File: src/design/afsk_pkg.sv
// ----------------------------------------------------------------------------
// AFSK demodulator package
// Shared types, constants and coefficient tables for the Bell 202 demodulator.
// ----------------------------------------------------------------------------
package afsk_pkg;

  // Default bit timing: samples per bit and phase increment per sample.
  localparam int SAMPLES_PER_BIT_DEF = 8;
  localparam int PHASE_STEP_DEF      = 8;

  // Filter lengths.
  localparam int PRE_TAPS   = 5;
  localparam int MARK_TAPS  = 11;
  localparam int SPACE_TAPS = 11;
  localparam int LP_TAPS    = 8;
  localparam int TAP_W      = $clog2(MARK_TAPS);

  // Prefilter selection codes.
  localparam logic [1:0] MODE_NONE   = 2'd0;
  localparam logic [1:0] MODE_PREEMP = 2'd1;
  localparam logic [1:0] MODE_DEEMP  = 2'd2;

  // Sign patterns over the last four samples that decide a one.
  localparam logic [3:0] PAT_A = 4'h0f;
  localparam logic [3:0] PAT_B = 4'h07;
  localparam logic [3:0] PAT_C = 4'h0b;
  localparam logic [3:0] PAT_D = 4'h0d;
  localparam logic [3:0] PAT_E = 4'h0e;
  localparam logic [3:0] PAT_F = 4'h03;

  typedef enum logic [2:0] {
    ST_IDLE,
    ST_PRE,
    ST_DEEM,
    ST_MARK,
    ST_SPACE,
    ST_LP,
    ST_DECIDE,
    ST_EMIT
  } afsk_state_t;

  // Control of the shared multiply-accumulate unit.
  typedef struct packed {
    logic en;   // take a product this cycle
    logic clr;  // first tap: load the product instead of adding it
  } mac_ctrl_t;

  // Pre-emphasis coefficients.
  function automatic logic signed [7:0] preemph_coef(input logic [TAP_W-1:0] idx);
    case (idx)
      4'd0:    preemph_coef = -8'sd18;
      4'd1:    preemph_coef = -8'sd29;
      4'd2:    preemph_coef = 8'sd93;
      4'd3:    preemph_coef = -8'sd29;
      4'd4:    preemph_coef = -8'sd18;
      default: preemph_coef = 8'sd0;
    endcase
  endfunction

  // De-emphasis coefficients.
  function automatic logic signed [7:0] deemph_coef(input logic [TAP_W-1:0] idx);
    case (idx)
      4'd0:    deemph_coef = 8'sd6;
      4'd1:    deemph_coef = 8'sd39;
      4'd2:    deemph_coef = 8'sd60;
      4'd3:    deemph_coef = 8'sd39;
      4'd4:    deemph_coef = 8'sd6;
      default: deemph_coef = 8'sd0;
    endcase
  endfunction

  // 1200 Hz bandpass coefficients.
  function automatic logic signed [7:0] mark_coef(input logic [TAP_W-1:0] idx);
    case (idx)
      4'd0:    mark_coef = -8'sd12;
      4'd1:    mark_coef = -8'sd16;
      4'd2:    mark_coef = -8'sd15;
      4'd3:    mark_coef = 8'sd0;
      4'd4:    mark_coef = 8'sd20;
      4'd5:    mark_coef = 8'sd29;
      4'd6:    mark_coef = 8'sd20;
      4'd7:    mark_coef = 8'sd0;
      4'd8:    mark_coef = -8'sd15;
      4'd9:    mark_coef = -8'sd16;
      4'd10:   mark_coef = -8'sd12;
      default: mark_coef = 8'sd0;
    endcase
  endfunction

  // 2200 Hz bandpass coefficients.
  function automatic logic signed [7:0] space_coef(input logic [TAP_W-1:0] idx);
    case (idx)
      4'd0:    space_coef = 8'sd11;
      4'd1:    space_coef = 8'sd15;
      4'd2:    space_coef = -8'sd8;
      4'd3:    space_coef = -8'sd26;
      4'd4:    space_coef = 8'sd4;
      4'd5:    space_coef = 8'sd30;
      4'd6:    space_coef = 8'sd4;
      4'd7:    space_coef = -8'sd26;
      4'd8:    space_coef = -8'sd8;
      4'd9:    space_coef = 8'sd15;
      4'd10:   space_coef = 8'sd11;
      default: space_coef = 8'sd0;
    endcase
  endfunction

  // Lowpass coefficients.
  function automatic logic signed [7:0] lowpass_coef(input logic [TAP_W-1:0] idx);
    case (idx)
      4'd0:    lowpass_coef = -8'sd9;
      4'd1:    lowpass_coef = 8'sd3;
      4'd2:    lowpass_coef = 8'sd26;
      4'd3:    lowpass_coef = 8'sd47;
      4'd4:    lowpass_coef = 8'sd47;
      4'd5:    lowpass_coef = 8'sd26;
      4'd6:    lowpass_coef = 8'sd3;
      4'd7:    lowpass_coef = -8'sd9;
      default: lowpass_coef = 8'sd0;
    endcase
  endfunction

  // Divide a 16-bit sum by 128 toward zero and keep the low 8 bits.
  function automatic logic signed [7:0] fir_scale(input logic signed [15:0] sum);
    logic signed [15:0] biased;
    biased = sum + (sum[15] ? 16'sd127 : 16'sd0);
    fir_scale = biased[14:7];
  endfunction

  // Two's complement magnitude, wrapped to 8 bits.
  function automatic logic [7:0] mag8(input logic signed [7:0] v);
    mag8 = v[7] ? (~v + 8'd1) : v;
  endfunction

  // True when the recent sign pattern decides a one.
  function automatic logic is_one_pattern(input logic [3:0] pat);
    is_one_pattern = pat inside {PAT_A, PAT_B, PAT_C, PAT_D, PAT_E, PAT_F};
  endfunction

endpackage

File: src/design/afsk_mac.sv
// ----------------------------------------------------------------------------
// AFSK shared multiply-accumulate unit
// One 8x8 signed multiplier with a 16-bit wrapping accumulator, shared by all
// filters; also presents the scaled filter output for the last tap.
// ----------------------------------------------------------------------------
module afsk_mac (
  input  logic                     clk,
  input  afsk_pkg::mac_ctrl_t      ctrl,
  input  logic signed [7:0]        sample,
  input  logic signed [7:0]        coef,
  output logic signed [7:0]        fir_q
);
  import afsk_pkg::*;

  logic signed [15:0] acc;
  logic signed [15:0] acc_next;
  logic signed [15:0] product;

  // Product and running sum; the sum wraps at 16 bits.
  always_comb begin
    product  = sample * coef;
    acc_next = ctrl.clr ? product : acc + product;
    fir_q    = fir_scale(acc_next);
  end

  // Accumulator register.
  always_ff @(posedge clk) begin
    if (ctrl.en) begin
      acc <= acc_next;
    end
  end

endmodule

File: src/design/afsk_bell202_demodulator.sv
// ----------------------------------------------------------------------------
// Bell 202 AFSK demodulator
// Filters 8-bit audio samples, recovers 1200 baud bit timing and packs the
// NRZI-decoded bits into bytes, first received bit in bit 0.
// ----------------------------------------------------------------------------
// Usage:
//   Audio samples enter on the s_* stream, one signed sample per word.
//   Decoded bytes leave on the m_* stream; a sample gives zero or one byte.
//   The prefilter is chosen through prefilter_mode_we / prefilter_mode_wdata
//   (0 none, 1 pre-emphasis, 2 de-emphasis, 3 as none); write it while idle.
//   All filter taps run through one shared multiplier, one tap per cycle, so
//   a sample passes through the prefilter (if on), the mark, space and lowpass
//   filters and a decision step, then an emit step when a byte is produced.
//   s_tready is high only between samples.
//   The byte sits in an output register; a new sample is accepted while it
//   waits. If a second byte is ready before the first is taken, the block
//   holds with s_tready low until m_tready frees the register.
//   Synchronous reset clears all delay lines, bit timing and byte assembly,
//   and sets the prefilter to none.
// ----------------------------------------------------------------------------
module afsk_bell202_demodulator #(
  parameter int SAMPLES_PER_BIT = afsk_pkg::SAMPLES_PER_BIT_DEF,
  parameter int PHASE_STEP      = afsk_pkg::PHASE_STEP_DEF
) (
  input  logic       clk,
  input  logic       rst,
  input  logic       s_tvalid,
  output logic       s_tready,
  input  logic [7:0] s_tdata,              // [7:0] audio_sample
  output logic       m_tvalid,
  input  logic       m_tready,
  output logic [7:0] m_tdata,              // [7:0] data_byte
  input  logic       prefilter_mode_we,
  input  logic [1:0] prefilter_mode_wdata
);
  import afsk_pkg::*;

  localparam int PHASE_LIMIT = SAMPLES_PER_BIT * PHASE_STEP;
  localparam int PHASE_MID   = PHASE_LIMIT / 2;
  localparam int PW          = $clog2(PHASE_LIMIT + PHASE_STEP + 1);

  afsk_state_t        state, state_next;
  logic [TAP_W-1:0]   tap, tap_next;
  logic               tap_last;
  logic [1:0]         mode;

  logic signed [7:0]  pre_dly   [PRE_TAPS];
  logic signed [7:0]  deem_dly  [PRE_TAPS];
  logic signed [7:0]  mark_dly  [MARK_TAPS];
  logic signed [7:0]  space_dly [SPACE_TAPS];
  logic signed [7:0]  lp_dly    [LP_TAPS];

  logic signed [7:0]  mark_val;
  logic [3:0]         sign_hist;
  logic [PW-1:0]      bit_phase;
  logic [1:0]         decided;
  logic [7:0]         byte_shift;
  logic [2:0]         bits_in_byte;

  mac_ctrl_t          mac_ctrl;
  logic signed [7:0]  mac_sample;
  logic signed [7:0]  mac_coef;
  logic signed [7:0]  mac_q;

  logic               in_accept;
  logic               out_free;
  logic [7:0]         diff;
  logic               transition;
  logic [PW-1:0]      phase_nudged;
  logic [PW-1:0]      phase_sum;
  logic               phase_wrap;
  logic [1:0]         decided_next;
  logic               new_bit;
  logic               emit;

  afsk_mac u_mac (
    .clk    (clk),
    .ctrl   (mac_ctrl),
    .sample (mac_sample),
    .coef   (mac_coef),
    .fir_q  (mac_q)
  );

  assign s_tready  = (state == ST_IDLE) && !rst;
  assign in_accept = s_tvalid && s_tready;
  assign out_free  = !m_tvalid || m_tready;

  // Difference of magnitudes and bit timing update.
  always_comb begin
    diff         = mag8(mac_q) - mag8(mark_val);
    transition   = sign_hist[0] ^ sign_hist[1];
    phase_nudged = bit_phase;
    if (transition) begin
      if (bit_phase < PW'(PHASE_MID)) begin
        phase_nudged = bit_phase + PW'(1);
      end else begin
        phase_nudged = bit_phase - PW'(1);
      end
    end
    phase_sum    = phase_nudged + PW'(PHASE_STEP);
    phase_wrap   = (phase_sum >= PW'(PHASE_LIMIT));
    decided_next = {decided[0], is_one_pattern(sign_hist)};
    new_bit      = ~(decided_next[0] ^ decided_next[1]);
    emit         = phase_wrap && (bits_in_byte == 3'd7);
  end

  // Sequencer: next state, tap counter and shared unit operands.
  always_comb begin
    state_next   = state;
    tap_next     = tap;
    tap_last     = 1'b0;
    mac_ctrl.en  = 1'b0;
    mac_ctrl.clr = (tap == '0);
    mac_sample   = 8'sd0;
    mac_coef     = 8'sd0;
    case (state)
      ST_IDLE: begin
        tap_next = '0;
        if (in_accept) begin
          case (mode)
            MODE_PREEMP: state_next = ST_PRE;
            MODE_DEEMP:  state_next = ST_DEEM;
            default:     state_next = ST_MARK;
          endcase
        end
      end
      ST_PRE: begin
        mac_ctrl.en = 1'b1;
        mac_sample  = pre_dly[tap[2:0]];
        mac_coef    = preemph_coef(tap);
        tap_last    = (tap == TAP_W'(PRE_TAPS - 1));
      end
      ST_DEEM: begin
        mac_ctrl.en = 1'b1;
        mac_sample  = deem_dly[tap[2:0]];
        mac_coef    = deemph_coef(tap);
        tap_last    = (tap == TAP_W'(PRE_TAPS - 1));
      end
      ST_MARK: begin
        mac_ctrl.en = 1'b1;
        mac_sample  = mark_dly[tap];
        mac_coef    = mark_coef(tap);
        tap_last    = (tap == TAP_W'(MARK_TAPS - 1));
      end
      ST_SPACE: begin
        mac_ctrl.en = 1'b1;
        mac_sample  = space_dly[tap];
        mac_coef    = space_coef(tap);
        tap_last    = (tap == TAP_W'(SPACE_TAPS - 1));
      end
      ST_LP: begin
        mac_ctrl.en = 1'b1;
        mac_sample  = lp_dly[tap[2:0]];
        mac_coef    = lowpass_coef(tap);
        tap_last    = (tap == TAP_W'(LP_TAPS - 1));
      end
      ST_DECIDE: begin
        state_next = emit ? ST_EMIT : ST_IDLE;
      end
      ST_EMIT: begin
        if (out_free) begin
          state_next = ST_IDLE;
        end
      end
      default: begin
        state_next = ST_IDLE;
      end
    endcase

    // Step through the taps; move to the next filter after the last one.
    if (mac_ctrl.en) begin
      tap_next = tap + TAP_W'(1);
      if (tap_last) begin
        tap_next = '0;
        case (state)
          ST_PRE:   state_next = ST_MARK;
          ST_DEEM:  state_next = ST_MARK;
          ST_MARK:  state_next = ST_SPACE;
          ST_SPACE: state_next = ST_LP;
          default:  state_next = ST_DECIDE;
        endcase
      end
    end
  end

  // State and tap counter registers.
  always_ff @(posedge clk) begin
    if (rst) begin
      state <= ST_IDLE;
      tap   <= '0;
    end else begin
      state <= state_next;
      tap   <= tap_next;
    end
  end

  // Configuration register.
  always_ff @(posedge clk) begin
    if (rst) begin
      mode <= MODE_NONE;
    end else if (prefilter_mode_we) begin
      mode <= prefilter_mode_wdata;
    end
  end

  // Delay lines, newest entry at index 0.
  always_ff @(posedge clk) begin
    if (rst) begin
      for (int i = 0; i < PRE_TAPS; i++) begin
        pre_dly[i]  <= 8'sd0;
        deem_dly[i] <= 8'sd0;
      end
      for (int i = 0; i < MARK_TAPS; i++) begin
        mark_dly[i]  <= 8'sd0;
        space_dly[i] <= 8'sd0;
      end
      for (int i = 0; i < LP_TAPS; i++) begin
        lp_dly[i] <= 8'sd0;
      end
    end else begin
      // Sample goes to the selected prefilter or straight to the bandpasses.
      if (in_accept) begin
        case (mode)
          MODE_PREEMP: begin
            for (int i = PRE_TAPS - 1; i > 0; i--) pre_dly[i] <= pre_dly[i-1];
            pre_dly[0] <= s_tdata;
          end
          MODE_DEEMP: begin
            for (int i = PRE_TAPS - 1; i > 0; i--) deem_dly[i] <= deem_dly[i-1];
            deem_dly[0] <= s_tdata;
          end
          default: begin
            for (int i = MARK_TAPS - 1; i > 0; i--) mark_dly[i] <= mark_dly[i-1];
            for (int i = SPACE_TAPS - 1; i > 0; i--) space_dly[i] <= space_dly[i-1];
            mark_dly[0]  <= s_tdata;
            space_dly[0] <= s_tdata;
          end
        endcase
      end
      // Prefilter output feeds both bandpasses.
      if ((state == ST_PRE || state == ST_DEEM) && tap_last) begin
        for (int i = MARK_TAPS - 1; i > 0; i--) mark_dly[i] <= mark_dly[i-1];
        for (int i = SPACE_TAPS - 1; i > 0; i--) space_dly[i] <= space_dly[i-1];
        mark_dly[0]  <= mac_q;
        space_dly[0] <= mac_q;
      end
      // Magnitude difference feeds the lowpass.
      if (state == ST_SPACE && tap_last) begin
        for (int i = LP_TAPS - 1; i > 0; i--) lp_dly[i] <= lp_dly[i-1];
        lp_dly[0] <= diff;
      end
    end
  end

  // Mark filter result holds until the space filter is done.
  always_ff @(posedge clk) begin
    if (state == ST_MARK && tap_last) begin
      mark_val <= mac_q;
    end
  end

  // Sign history, bit timing and byte assembly.
  always_ff @(posedge clk) begin
    if (rst) begin
      sign_hist    <= '0;
      bit_phase    <= '0;
      decided      <= '0;
      byte_shift   <= '0;
      bits_in_byte <= '0;
    end else begin
      if (state == ST_LP && tap_last) begin
        sign_hist <= {sign_hist[2:0], (!mac_q[7] && (mac_q != 8'sd0))};
      end
      if (state == ST_DECIDE) begin
        if (phase_wrap) begin
          bit_phase    <= phase_sum - PW'(PHASE_LIMIT);
          decided      <= decided_next;
          byte_shift   <= {new_bit, byte_shift[7:1]};
          bits_in_byte <= bits_in_byte + 3'd1;
        end else begin
          bit_phase <= phase_sum;
        end
      end
    end
  end

  // Output word register.
  always_ff @(posedge clk) begin
    if (rst) begin
      m_tvalid <= 1'b0;
    end else if (state == ST_EMIT && out_free) begin
      m_tvalid <= 1'b1;
    end else if (m_tready) begin
      m_tvalid <= 1'b0;
    end
  end

  always_ff @(posedge clk) begin
    if (state == ST_EMIT && out_free) begin
      m_tdata <= byte_shift;
    end
  end

  // Checks on the sequencer and bit timing.
  a_phase_range: assert property (@(posedge clk) disable iff (rst)
    bit_phase < PW'(PHASE_LIMIT))
    else $error("bit phase out of range");

  a_accept_starts_work: assert property (@(posedge clk) disable iff (rst)
    in_accept |=> state != ST_IDLE)
    else $error("accepted word did not start the sequencer");

  a_emit_full_byte: assert property (@(posedge clk) disable iff (rst)
    state == ST_EMIT |-> bits_in_byte == 3'd0)
    else $error("byte emitted before eight bits were collected");

  a_load_after_decide: assert property (@(posedge clk) disable iff (rst)
    (state == ST_EMIT) |-> ($past(state) == ST_DECIDE || $past(state) == ST_EMIT))
    else $error("emit entered without a decision");

endmodule

File: config.mk
export PLATFORM = sky130hd
export DESIGN_NAME = afsk_bell202_demodulator
export DESIGN_NICKNAME = d
export VERILOG_FILES = /design/src/design/afsk_pkg.sv /design/src/design/afsk_mac.sv /design/src/design/afsk_bell202_demodulator.sv
export SDC_FILE = /design/constraint.sdc
export NUM_CORES = 1
export LEC_CHECK = 0
export ABC_AREA = 1
export ABC_CLOCK_PERIOD_IN_PS = 24500
export BUFFER_PORTS_ARGS = -buffer_cell sky130_fd_sc_hd__clkbuf_2
export CAP_MARGIN = 40
export CORE_MARGIN = 2
export CORE_UTILIZATION = 45
export CTS_CLUSTER_DIAMETER = 60
export DETAILED_ROUTE_END_ITERATION = 8
export SLEW_MARGIN = 20
export SYNTH_ARGS = -nofsm -noshare
export SYNTH_HDL_FRONTEND = slang
export SYNTH_HIERARCHICAL = 1
export SYNTH_SLANG_ARGS = --single-unit
File: constraint.sdc
create_clock -name clk -period 24.5 [get_ports clk]
set_input_delay 4.9 -clock clk [delete_from_list [all_inputs] [get_ports clk]]
set_output_delay 4.9 -clock clk [all_outputs]
set_load 0.02 [all_outputs]
==> impl_metrics.tcl <==
set metrics [dict create \
    synth.avg_cell_area_um2 8.52 \
    gp_congestion 0.872 \
    antenna_left 0 \
    top_layer "met4" \
    cts.path.max_buffers 3 \
    cts_hold_buf 0 \
    cp-start-kind "register" \
    path_buf_inv 9 \
    wl_met3_um 2270 \
    crit_required_ns 24.93 \
    finalSetupTns_ns 0 \
    cts.sinks 316 \
    cpMostUsedCell "nand2_1" \
    hold_viol 0 \
    wl_met2_um 20300 \
    drc 0 \
    core_area_um2 42000 \
    cts_resized 0 \
    synth.distinct_cells 57 \
    clkTransAtPathRegs_ns 0.06 \
    cp_num_cells 54 \
    viasPerCell 5.10 \
    ios 25 \
    synth_nets 2406 \
    crit_slowest_cell "buf_4" \
    rows 75 \
    slew_headroom_pct 42.6 \
    ys_ff_latch 316 \
    drt_iter0_drc 1135 \
    power_density_nw_per_um2 128 \
    initial_core_util_pct 45.6 \
    slew_viol_final 0 \
    netlist_instances 2252 \
    portBuffers 24 \
    worst_pin_slew_ns 0.850 \
    htreeDepth 2 \
    die_h_um 210 \
    crit_end "lp_dly[0][6]" \
    grt_pass1_wl_um 71800 \
    detail_route.wl_per_cell_um 15.8 \
    fin_crit_ns 11.00 \
    drive_gt1_share_pct 7.64 \
    routed_wl_um 44500 \
    worst_path_largest_cell_delay_ns 0.70 \
    p_total_mw 2.70 \
    setup-violations-final 0 \
    reg2reg_slack_ns 13.50 \
    met1_length_um 20800 \
    grt_max_degree 77 \
    grt_pass1_vias 13800 \
    critPathTopFamily "adder cells" \
    num_antenna_cells 0 \
    drt_first_pass_iters 5 \
    cts_setup_buffers 0 \
    vias 14400 \
    grt_overflow 0 \
    clk_latency_ns 0.57 \
    power.leakage_nw 9.66 \
    synth_edf_count 264 \
    timing.final.ws_setup_ns 13.50 \
    layout_commonest_cell "inv_1" \
    cts_tree "done" \
    dieArea_um2 44300 \
    worst_setup_path_end_kind "register" \
    timing.final.crit_share_pct 44.9 \
    cap_violations 0 \
    min_path_type "register to register" \
    ir_drop_mv 0.0840 \
    worstPathMaxFanout 72 \
    synthArstFlopShare_pct 0 \
    cp_data_arrival_time_ns 11.43 \
    cts_buffers 37 \
    fmax_mhz 90.9 \
    dpl.hpwl_um 31000 \
    nets 2402 \
    cts_root_buf "clkbuf_16" \
    place_ws_ns 13.52 \
    gr-usage-all-layers_pct 20.5 \
    clock_skew_ns 0.0270 \
    yosysWarnings 6 \
    final_cell_mix "462 x inv_1, 322 x nor2_1, 288 x nand2_1" \
    ys_seq_area_share_pct 46.8 \
    netlist_area_um2 19200 \
    antenna_found_initial 0 \
    rsz0062_at_grt "false" \
    worst_hold_slack_ns 0.449 \
    rr_worst_depth 54 \
    worstReg2RegEnd "lp_dly[0][6]" \
    ys.flop_type "edfxtp_1" \
    outcome "finished, final reports clean" \
    setup.worst_path.class "register to register" \
    die_w_um 210 \
    areaGrowthSynthToFinish_pct 9.99 \
]
-- routing by layer --
metal,up-vias,GRT usage [%]
met2,304,32.9
met5,-,0
li1,7216,-
met1,6766,28.6
met3,69,3.23
met4,0,6.29
-- synthesized netlist by cell type, types with 23 or more instances --
cell type / n / area (um2)
xor2_1: 23 / 201
dfxtp_1: 52 / 1040
ha_1: 81 / 1010
edfxtp_1: 264 / 7930
clkbuf_1: 65 / 244
nand3_1: 109 / 546
nor2_1: 322 / 1210
o21ai_0: 157 / 786
a21oi_1: 180 / 901
fa_1: 58 / 1160
nand2_1: 291 / 1090
inv_1: 463 / 1740
-- per-stage QoR --
step / util (%) / cells / cell area, um2
floorplan: - / 2252 / 19200
global placement: 46.9 / 2734 / 19700
detailed placement: 47.2 / 2744 / 19800
CTS: 50.0 / 2811 / 21000
global route: 50.2 / 2815 / 21100
finish: 50.2 / 2815 / 21100
-- cell families after synthesis --
kind of cell | Yosys count | synth area share, %
DFF | 316 | 46.8
AOI/OAI and AO/OA | 407 | 11.6
and+or+nand+nor | 787 | 17.4
xor gates and xnor gates | 35 | 1.60
buffers and inverters | 568 | 11.3
adders and majority gates | 139 | 11.3
-- how the worst min path moves through the flow --
stage,slack (ns),start,to,depth (start not counted)
2_1_floorplan,0.41,byte_shift[0],m_tdata[0],0
3_3_place_gp,0.42,byte_shift[0],m_tdata[0],0
3_5_place_dp,0.44,byte_shift[0],m_tdata[0],0
4_1_cts,0.45,byte_shift[0],m_tdata[0],0
5_1_grt,0.47,byte_shift[0],m_tdata[0],0
6_report,0.45,byte_shift[0],m_tdata[0],0
-- final cells by class --
class | count | area, um2
flip-flops and latches | 316 | 8970
multi-input cells | 1368 | 8060
well taps | 539 | 674
clock buffers | 51 | 1020
fillers | 3982 | 20900
clock inverters | 16 | 153
inverters | 475 | 1790
repair buffers | 50 | 425
-- sequential cells by signal, indices dropped and copies added (netlist names), 4 cells and up, named ones only --
register / flops
bit_phase: 7
pre_dly: 40
deem_dly: 40
u_mac/acc: 16
byte_shift: 8
lp_dly: 64
m_tdata: 8
mark_dly: 8
sign_hist: 4
mark_val: 8
space_dly: 80
tap: 4
-- report_power, final --
part | internal (mW) | switching (mW)
Clock | 0.300 | 0.232
Sequential | 0.669 | 0.0309
Combinational | 0.485 | 0.979
Note: power is estimated with default switching activity, not from simulation.
